<file path="src/rtl/rbi_pkg.sv">
`timescale 1ns / 1ps

package rbi_pkg;

    localparam int COORD_WIDTH_DEF = 32;
    localparam int FRAC_BITS_DEF   = 16;

    // Configuration register indexes.
    localparam int CFG_IDX_W = 3;
    localparam logic [CFG_IDX_W-1:0] REG_DIR_X     = 3'd0;
    localparam logic [CFG_IDX_W-1:0] REG_DIR_Y     = 3'd1;
    localparam logic [CFG_IDX_W-1:0] REG_DIR_Z     = 3'd2;
    localparam logic [CFG_IDX_W-1:0] REG_INV_DIR_X = 3'd3;
    localparam logic [CFG_IDX_W-1:0] REG_INV_DIR_Y = 3'd4;
    localparam logic [CFG_IDX_W-1:0] REG_INV_DIR_Z = 3'd5;

    typedef enum logic [1:0] {
        AXIS_X = 2'd0,
        AXIS_Y = 2'd1,
        AXIS_Z = 2'd2
    } axis_t;

    // Load enables of the two register stages of a fixed-point multiplier.
    typedef struct packed {
        logic mul;
        logic sat;
    } mul_en_t;

endpackage

</file>
<file path="src/rtl/rbi_fx_mul.sv">
`timescale 1ns / 1ps

module rbi_fx_mul
    import rbi_pkg::*;
#(
    parameter int CW = COORD_WIDTH_DEF,
    parameter int FB = FRAC_BITS_DEF,
    parameter int AW = COORD_WIDTH_DEF
)
(
    input  logic                 clk,
    input  mul_en_t              en,
    input  logic signed [AW-1:0] a,
    input  logic signed [CW-1:0] b,
    output logic signed [CW-1:0] q
);

    localparam int PW = AW + CW;

    logic signed [PW-1:0] prod_reg;
    logic signed [PW-1:0] prod_next;
    logic signed [PW-1:0] shifted;
    logic        [PW-CW:0] upper;
    logic signed [CW-1:0] q_reg;
    logic signed [CW-1:0] q_next;

    assign prod_next = PW'(a) * PW'(b);

    always_ff @(posedge clk)
    begin
        if (en.mul)
        begin
            prod_reg <= prod_next;
        end
    end

    // An arithmetic shift of the full product rounds toward minus infinity.
    always_comb
    begin
        shifted = prod_reg >>> FB;
        upper   = shifted[PW-1:CW-1];
        if ((&upper) || (~|upper))
        begin
            q_next = shifted[CW-1:0];
        end
        else if (shifted[PW-1])
        begin
            q_next = {1'b1, {(CW-1){1'b0}}};
        end
        else
        begin
            q_next = {1'b0, {(CW-1){1'b1}}};
        end
    end

    always_ff @(posedge clk)
    begin
        if (en.sat)
        begin
            q_reg <= q_next;
        end
    end

    assign q = q_reg;

endmodule

</file>
<file path="config.mk">
export PLATFORM = sky130hd
export DESIGN_NAME = rbi_fx_mul
export DESIGN_NICKNAME = d
export VERILOG_FILES = /design/src/rtl/rbi_pkg.sv /design/src/rtl/rbi_fx_mul.sv
export SDC_FILE = /design/constraint.sdc
export NUM_CORES = 2
export LEC_CHECK = 0
export BUFFER_PORTS_ARGS = -buffer_cell sky130_fd_sc_hd__buf_2
export CORE_ASPECT_RATIO = 0.5
export CORE_UTILIZATION = 43
export DETAILED_ROUTE_END_ITERATION = 6
export GPL_TIMING_DRIVEN = 1
export PLACE_DENSITY_LB_ADDON = 0.15
export RECOVER_POWER = 25
export SYNTH_ARGS = -nofsm -noshare
export SYNTH_HDL_FRONTEND = slang
export SYNTH_SLANG_ARGS = --single-unit
export TNS_END_PERCENT = 5
</file>
<file path="constraint.sdc">
create_clock -name clk -period 8.08 [get_ports clk]
set_input_delay 0.404 -clock clk [delete_from_list [all_inputs] [get_ports clk]]
set_output_delay 0.404 -clock clk [all_outputs]
set_load 0.1 [all_outputs]
</file>
==> metrics <==
outcome=complete, but fails checks; failing checks=max-capacitance violations, max-slew violations; synth-to-layout area growth=6.81%; RSZ-0062 raised after global routing=false; worst-case clock skew=0.00511 ns; Vias/cell=4.98; Crit path top cell by count=fa_1; CTS Hold Bufs=0; Clock transition at path regs=0.06 ns; Num CTS Buffers=9; 1st-iter DRT viols=1,282; Post-Route WL=98,700 microns; Sink Count=80; Die Ht=213 microns; largest net degree at the start of global routing=49; Final period util=94.4%; CP Max Fanout=19; vias in the first global route=29,606; Req. time, crit path=8.20 ns; Rel. slew slack=-82.1%; max reg flops=48; worst path bufs/invs=6; area of the core=86,900 sq um; final setup TNS=0 ns; final setup vio count=0; Crit Path Class=in -> reg; Post-Syn Instances=3,914; I/O pins=99; total nets after synthesis=5,242; Crit path arrival time=7.75 ns; Fill cells=8,506; post-layout util=46.9%; global-route wire length before repair=163,000 microns; die area=90,000 sq um; CTS tree=done; GRT overflow=0; Async SR Flop Fraction=0%; Layout Cells excl Fill=5,134; CTS resizes=0; Layout Nets=5,286; post-synth top area share=56.7%; element type at the critical path end=flop; Rows=76; HPWL after DPL=84,700 microns; Seq/Total Area, Yosys=6.30%; initial antenna violation count=4; Hold WC Path Type=reg -> reg; Seq cells post-synth=80; distinct cell type count after synthesis=55; Routed WL per cell=19.2 microns; crit path max-delay cell type=fa_1; CP delay by family, top=adder cells; Final ANT Viol Nets=0; post-synth top area cell=fa_1; top_reg_cell synth=edfxtp_1; Final WS setup=0.451 ns; routability cong.=0.881; max_cap viols=2; Final Critical Period=7.63 ns; Slew Viols, Final=82; Least-Margin Pin Slew=2.73 ns; DRC viols=0; die width=423 microns; synth warn=0; Startpoint Class=input port; Synth area leaders=fa_1, inv_1, and2_1; slowest stage delay, CP=0.57 ns; H-tree depth=3; root buf cell=clkbuf_16; dpl cells=5,117; Placement Setup Slack=0.0940 ns; total number of vias=25,568; DRT Pass-1 Iters=5; share of layout cells above drive strength 1=6.76%; Avg Inst Size Synth=9.75 sq um; Clock Latency Late Sink=0.36 ns; Initial Util=43.9%; area of the mapped netlist=38,200 sq um; CTS max path bufs=2; Hold Violations, Final=0; Port-buffer cells=98; EDFF count, synth=80; Post CTS Setup Buffer Count=0; Max Fclk=0.131 GHz; GRT Util Overall=23.7%
[stage by stage]
stage / hold WS (ns) / area (sq um)
after detailed placement: 0.533 / 40500
after floorplan: 0.516 / 38200
after CTS: 0.547 / 40800
final: 0.544 / 40800
after global routing: 0.562 / 40700
after global placement: 0.542 / 40500
[kinds of logic (layout without fill, tap and decap cells)]
logic type	count (synthesis)	in the layout	synth area share, %
DFF	80	80	6.30
other	0	1	0
AOI/OAI and AO/OA	180	180	2.98
adders and majority gates	1261	1261	62.6
xor gates and xnor gates	62	62	1.42
and+or+nand+nor	1138	1138	14.9
buffers and inverters	1193	1242	11.7
[synth_stat cells (all sizes together), types with 2 or more instances]
master,instances
a21oi,52
xor2,21
o211ai,5
o211a,2
a31oi,5
a21o,27
a21boi,3
o31ai,2
and2,512
nor2b,4
nor3,5
and4,2
o21bai,3
nand2b,10
ha,180
and3,2
nor4,6
o21ai,61
nand4,16
o21a,4
clkbuf,205
nand2,513
nand3,10
xnor2,41
buf,2
a221oi,3
inv,986
edfxtp,80
nor2,52
or2,3
fa,1081
[final cells by class]
type / instances / area, sq um / area share, %
Multi-Input combinational cell: 2641 / 31300 / 76.8
Inverter: 986 / 3700 / 9.08
Sequential cell: 80 / 2400 / 5.89
Timing Repair Buffer: 240 / 1620 / 3.97
Tap cell: 1170 / 1460 / 3.59
Clock buffer: 9 / 225 / 0.553
Clock inverter: 7 / 62.6 / 0.154
Antenna cell: 1 / 2.50 / 0.00614
[cells in the final DEF, fill, tap and decap left out, types with 6 or more instances in the layout]
cell / count
o21ai_0: 52
buf_2: 96
and2_1: 511
nand2b_1: 10
nand3_1: 10
nand4_1: 16
ha_1: 180
xnor2_1: 41
clkbuf_16: 9
fa_1: 1081
nand2_1: 513
buf_4: 137
edfxtp_1: 80
o21ai_1: 8
xor2_1: 21
nor4_1: 6
inv_1: 986
a21o_1: 27
nor2_1: 52
a21oi_1: 50
[worst reg2reg max path, delay by kind of cell, from the launching register on]
kind | cells | cell delay, ns
flip-flops | 1 | 0.39
AO/OA/AOI/OAI | 1 | 0.41
AND/OR/NAND/NOR | 4 | 1.23
[per-layer routing]
metal / global-route usage [%] / part of all wire, % / vias up
met5: 0 / 0 / -
met4: 6.40 / 3.1 / 0
met3: 1.74 / 2.8 / 124
met2: 44.1 / 53 / 488
met1: 29.8 / 41 / 13727
li1: - / - / 11229
[final timing paths]
path | startpoint | end | slack [ns] | cells after the start
max reg2reg | prod_reg[48] | q[8] | 5.70 | 5
max | b[8] | prod_reg[62] | 0.45 | 25
min | prod_reg[63] | q[31] | 0.54 | 0
min reg2reg | prod_reg[63] | q[31] | 0.54 | 0
Power is left out: the tool's default activity adds up to more than one toggle a clock period on the data nets, which glitch-free logic cannot reach.
