File: config.mk
export PLATFORM = sky130hd
export DESIGN_NAME = rbi_axis_pick
export DESIGN_NICKNAME = d
export VERILOG_FILES = /design/src/rtl/rbi_pkg.sv /design/src/rtl/rbi_axis_pick.sv
export SDC_FILE = /design/constraint.sdc
export NUM_CORES = 1
export LEC_CHECK = 0
export BUFFER_PORTS_ARGS = -buffer_cell sky130_fd_sc_hd__buf_2
export CAP_MARGIN = 25
export CORE_UTILIZATION = 30
export DETAILED_ROUTE_END_ITERATION = 16
export SETUP_SLACK_MARGIN = 0.5
export SYNTH_ARGS = -nofsm -noshare
export SYNTH_HDL_FRONTEND = slang
export SYNTH_SLANG_ARGS = --single-unit
export TNS_END_PERCENT = 20
File: constraint.sdc
create_clock -name vclk -period 4.2
set_clock_uncertainty 0.2 [all_clocks]
set_input_delay 0.42 -clock vclk [all_inputs]
set_output_delay 0.42 -clock vclk [all_outputs]
set_load 0.01 [all_outputs]
File: src/rtl/rbi_pkg.sv
`timescale 1ns / 1ps

package rbi_pkg;

    localparam int COORD_WIDTH_DEF = 32;
    localparam int FRAC_BITS_DEF   = 16;

    // Configuration register indexes.
    localparam int CFG_IDX_W = 3;
    localparam logic [CFG_IDX_W-1:0] REG_DIR_X     = 3'd0;
    localparam logic [CFG_IDX_W-1:0] REG_DIR_Y     = 3'd1;
    localparam logic [CFG_IDX_W-1:0] REG_DIR_Z     = 3'd2;
    localparam logic [CFG_IDX_W-1:0] REG_INV_DIR_X = 3'd3;
    localparam logic [CFG_IDX_W-1:0] REG_INV_DIR_Y = 3'd4;
    localparam logic [CFG_IDX_W-1:0] REG_INV_DIR_Z = 3'd5;

    typedef enum logic [1:0] {
        AXIS_X = 2'd0,
        AXIS_Y = 2'd1,
        AXIS_Z = 2'd2
    } axis_t;

    // Load enables of the two register stages of a fixed-point multiplier.
    typedef struct packed {
        logic mul;
        logic sat;
    } mul_en_t;

endpackage

File: src/rtl/rbi_axis_pick.sv
`timescale 1ns / 1ps

module rbi_axis_pick
    import rbi_pkg::*;
#(
    parameter int CW = COORD_WIDTH_DEF
)
(
    input  logic signed [CW-1:0] tv_x,
    input  logic signed [CW-1:0] tv_y,
    input  logic signed [CW-1:0] tv_z,
    output axis_t                ax_b,
    output axis_t                ax_c,
    output logic signed [CW-1:0] t
);

    axis_t ax;

    // A strictly greater distance is needed to keep an earlier axis.
    always_comb
    begin
        if (tv_x > tv_y)
        begin
            ax = (tv_x > tv_z) ? AXIS_X : AXIS_Z;
        end
        else
        begin
            ax = (tv_y > tv_z) ? AXIS_Y : AXIS_Z;
        end

        case (ax)
            AXIS_X:
            begin
                ax_b = AXIS_Y;
                ax_c = AXIS_Z;
                t    = tv_x;
            end
            AXIS_Y:
            begin
                ax_b = AXIS_Z;
                ax_c = AXIS_X;
                t    = tv_y;
            end
            default:
            begin
                ax_b = AXIS_X;
                ax_c = AXIS_Y;
                t    = tv_z;
            end
        endcase
    end

endmodule

==> results.tsv <==
stage	metric	value	unit
die	initial core utilization	30.8	%
global_route	met2 Resource Use GR	34.4	%
route	DRT Pass-1 Iters	4	
critical_path	slowest stage delay, CP	0.57	ns
global_route	GRT Residual Overflow	0	
route	via count	3737	
critical_path	required time of the critical path	3.58	ns
finish	layout cell share with drive strength beyond 1	40.4	%
critical_path	Worst Path Max Fanout	6	
die	core area	10300	um2
sta	crit share post-route	87.3	%
sta	Max Freq	0.273	GHz
finish	Diodes inserted	0	
placed_design	post-DP HPWL	8770	um
min_path	Hold Crit Start	tv_y[14]	
critical_path	startpoint type of the worst setup path	input pin	
global_route	met1 global-route usage	24.5	%
critical_path	CP arrival	3.05	ns
synth	Mean Syn Cell Area	7.34	um2
global_route	largest net degree at the start of global routing	34	
sta	worst slew pin tran	0.471	ns
die	Die Y	105	um
finish	Area Growth Syn to Fin	44.1	%
critical_path	CP most frequent cell	buf_2	
synth	synthesized cell area	3160	um2
die	Die Width	105	um
synth	Synth Warn #	0	
critical_path	Worst Setup End Kind	output port	
global_route	first-pass GRT wire length	17400	um
synth	post-synthesis sequential area ratio	0	%
critical_path	Worst path slowest cell	or4b_4	
route	drc violations	0	
die	Die Area	11000	um2
route	DRT antenna net count	0	
global_route	initial antenna violation count	1	
route	wire length per cell	15.4	um
finish	Cell Count, Final, Fillers Out	701	
route	WL final	10800	um
min_path	hold-critical path endpoint	t[14]	
job	Max-Cap Viols	0	
global_route	Global Route Usage Sum	18.8	%
synth	Net Count, Synth	623	
die	Rows	37	
sta	fin. max-slew vios	0	
route	DRT iter0 DRCs	172	
finish	# fillers	1051	
min_path	Hold Crit Class	input pin to output port	
global_route	vias in the first global route	3697	
run_status	status	finished clean	
min_path	hold path depth	4	
global_route	Most Crowded Layer GR	met2	
finish	FF/Latch Area	0	um2
pwr	VDD IR-drop max	99.8	uV
placed_design	GPL Wtd Cong	0.832	
sta	RSZ-0062 raised after global routing	true	
synth	synthesized instance count	431	
sta	final setup fails	0	
placed_design	I/O Buffers	132	
placed_design	Post-Place Cells	692	
global_route	global-route met3 utilization	1.50	%
finish	clkbuf count	0	
route	Via density	5.33	
finish	seq_cells	0	
pwr	PD cells	179	nW/um2
synth	Netlist cell types	34	
finish	Post-layout nets	759	
critical_path	worst setup path category	input pin to output port	
critical_path	CP Cell Sequence	buf_2 -> inv_1 -> ha_1 -> nand4_1 -> a211oi_1 -> or4b_4 -> a21oi_4 -> mux2i_4 -> mux2_4 -> buf_12 -> clkbuf_16 -> o211ai_2 -> buf_2	
pwr	Leak	2.38	nW
sta	min cycle time layout	3.67	ns
sta	Slew HR	68.3	%
die	Ports	132	
sta	TNS Setup	0	ns
sta	Hold Vio Cnt, Final	0	
[critical path, delay by kind of cell]
kind            cells  cell delay, ns
fa+ha+maj           1            0.26
buf+inv             5            0.62
compound gates      3            0.36
mux                 2            0.57
simple gates        2            0.81
[through the flow]
stage          cell area [um2]  util (%)  worst slack [ns]  total power, mW  hold WS (ns)
3_5_place_dp              4020      39.2             0.269            0.685         0.999
5_1_grt                   4560      44.3             0.428            0.897         0.997
2_1_floorplan             3160         -             0.864            0.425         0.784
4_1_cts                   4170      40.6             0.460            0.735         0.998
6_report                  4560      44.3             0.532            0.817         0.974
3_3_place_gp              4020      39.2             0.330            0.675         0.995
[final cells by class]
cell class	instances	area [um2]	share of cell area [%]
Multi-Input combinational cell	346	3160	69.2
Timing Repair Buffer	150	962	21.1
Tap cell	136	170	3.73
Inverter	69	269	5.90
[layer usage]
metal / up-vias / routed length, um
li1: 1886 / -
met1: 1710 / 4830
met2: 129 / 5200
met3: 10 / 666
met4: 2 / 97
met5: - / 13
[worst max path at each step]
stage               endpoint  slack (ns)     start
finish                  t[6]        0.53  tv_z[13]
floorplan              t[10]        0.86  tv_y[14]
global route            t[6]        0.43   tv_z[3]
global placement       t[19]        0.33   tv_z[1]
detailed placement     t[19]        0.27   tv_z[1]
CTS                    t[30]        0.46   tv_z[1]
[power by group]
| group | internal [mW] | switching, mW | leakage, nW | total (mW) |
|---|---|---|---|---|
| combinational | 0.382 | 0.435 | 2.38 | 0.817 |
| clock | 0 | 0 | 0 | 0 |
| sequential | 0 | 0 | 0 | 0 |
[logic make-up after synthesis]
family	after synthesis	share of synthesized area, %
muxes	5	2.18
AOI/OAI and AO/OA	111	26.9
adders and majority gates	96	38.0
buffers and inverters	85	10.9
and+or+nand+nor	134	22.0
[cell usage in the layout (no fill, tap or decap), types with 3 or more instances in the layout]
master	Yosys	final
a21o_1	11	11
a21oi_1	44	38
a21oi_2	0	3
a21oi_4	0	3
buf_12	0	6
buf_2	0	124
buf_4	1	10
buf_6	3	7
ha_1	96	81
ha_4	0	14
inv_1	69	62
inv_2	0	5
mux2i_4	1	3
nand2_1	24	23
nand3_1	71	70
nand4_1	20	20
o211ai_1	7	7
o211ai_2	29	29
o21ai_0	10	9
[Yosys cell counts, drive strengths merged (2+ instances only)]
library cell  instances  area [um2]
nor2b                 3        18.8
o21ai                11        55.1
nand4                20         125
a21o                 11        82.6
ha                   96        1200
nor4                  5        31.3
nor2                  2        7.51
o211ai               36         415
a2111oi               2        17.5
nand2                24        90.1
or4b                  2        20.0
a21oi                44         220
inv                  69         259
mux2                  2        26.3
nor3                  2        10.0
mux2i                 3        42.5
and4                  2        17.5
a211oi                2        15.0
buf                   4        41.3
clkbuf               12        45.0
nand3                71         355
[what timing repair did]
action,CTS,global route
endpoints found under the setup margin,33,35
pin swaps,8,20
hold buffers,0,0
gates resized for setup,17,59
cloned,1,1
buffers inserted,3,4
Power figures use the tool's default switching activity.
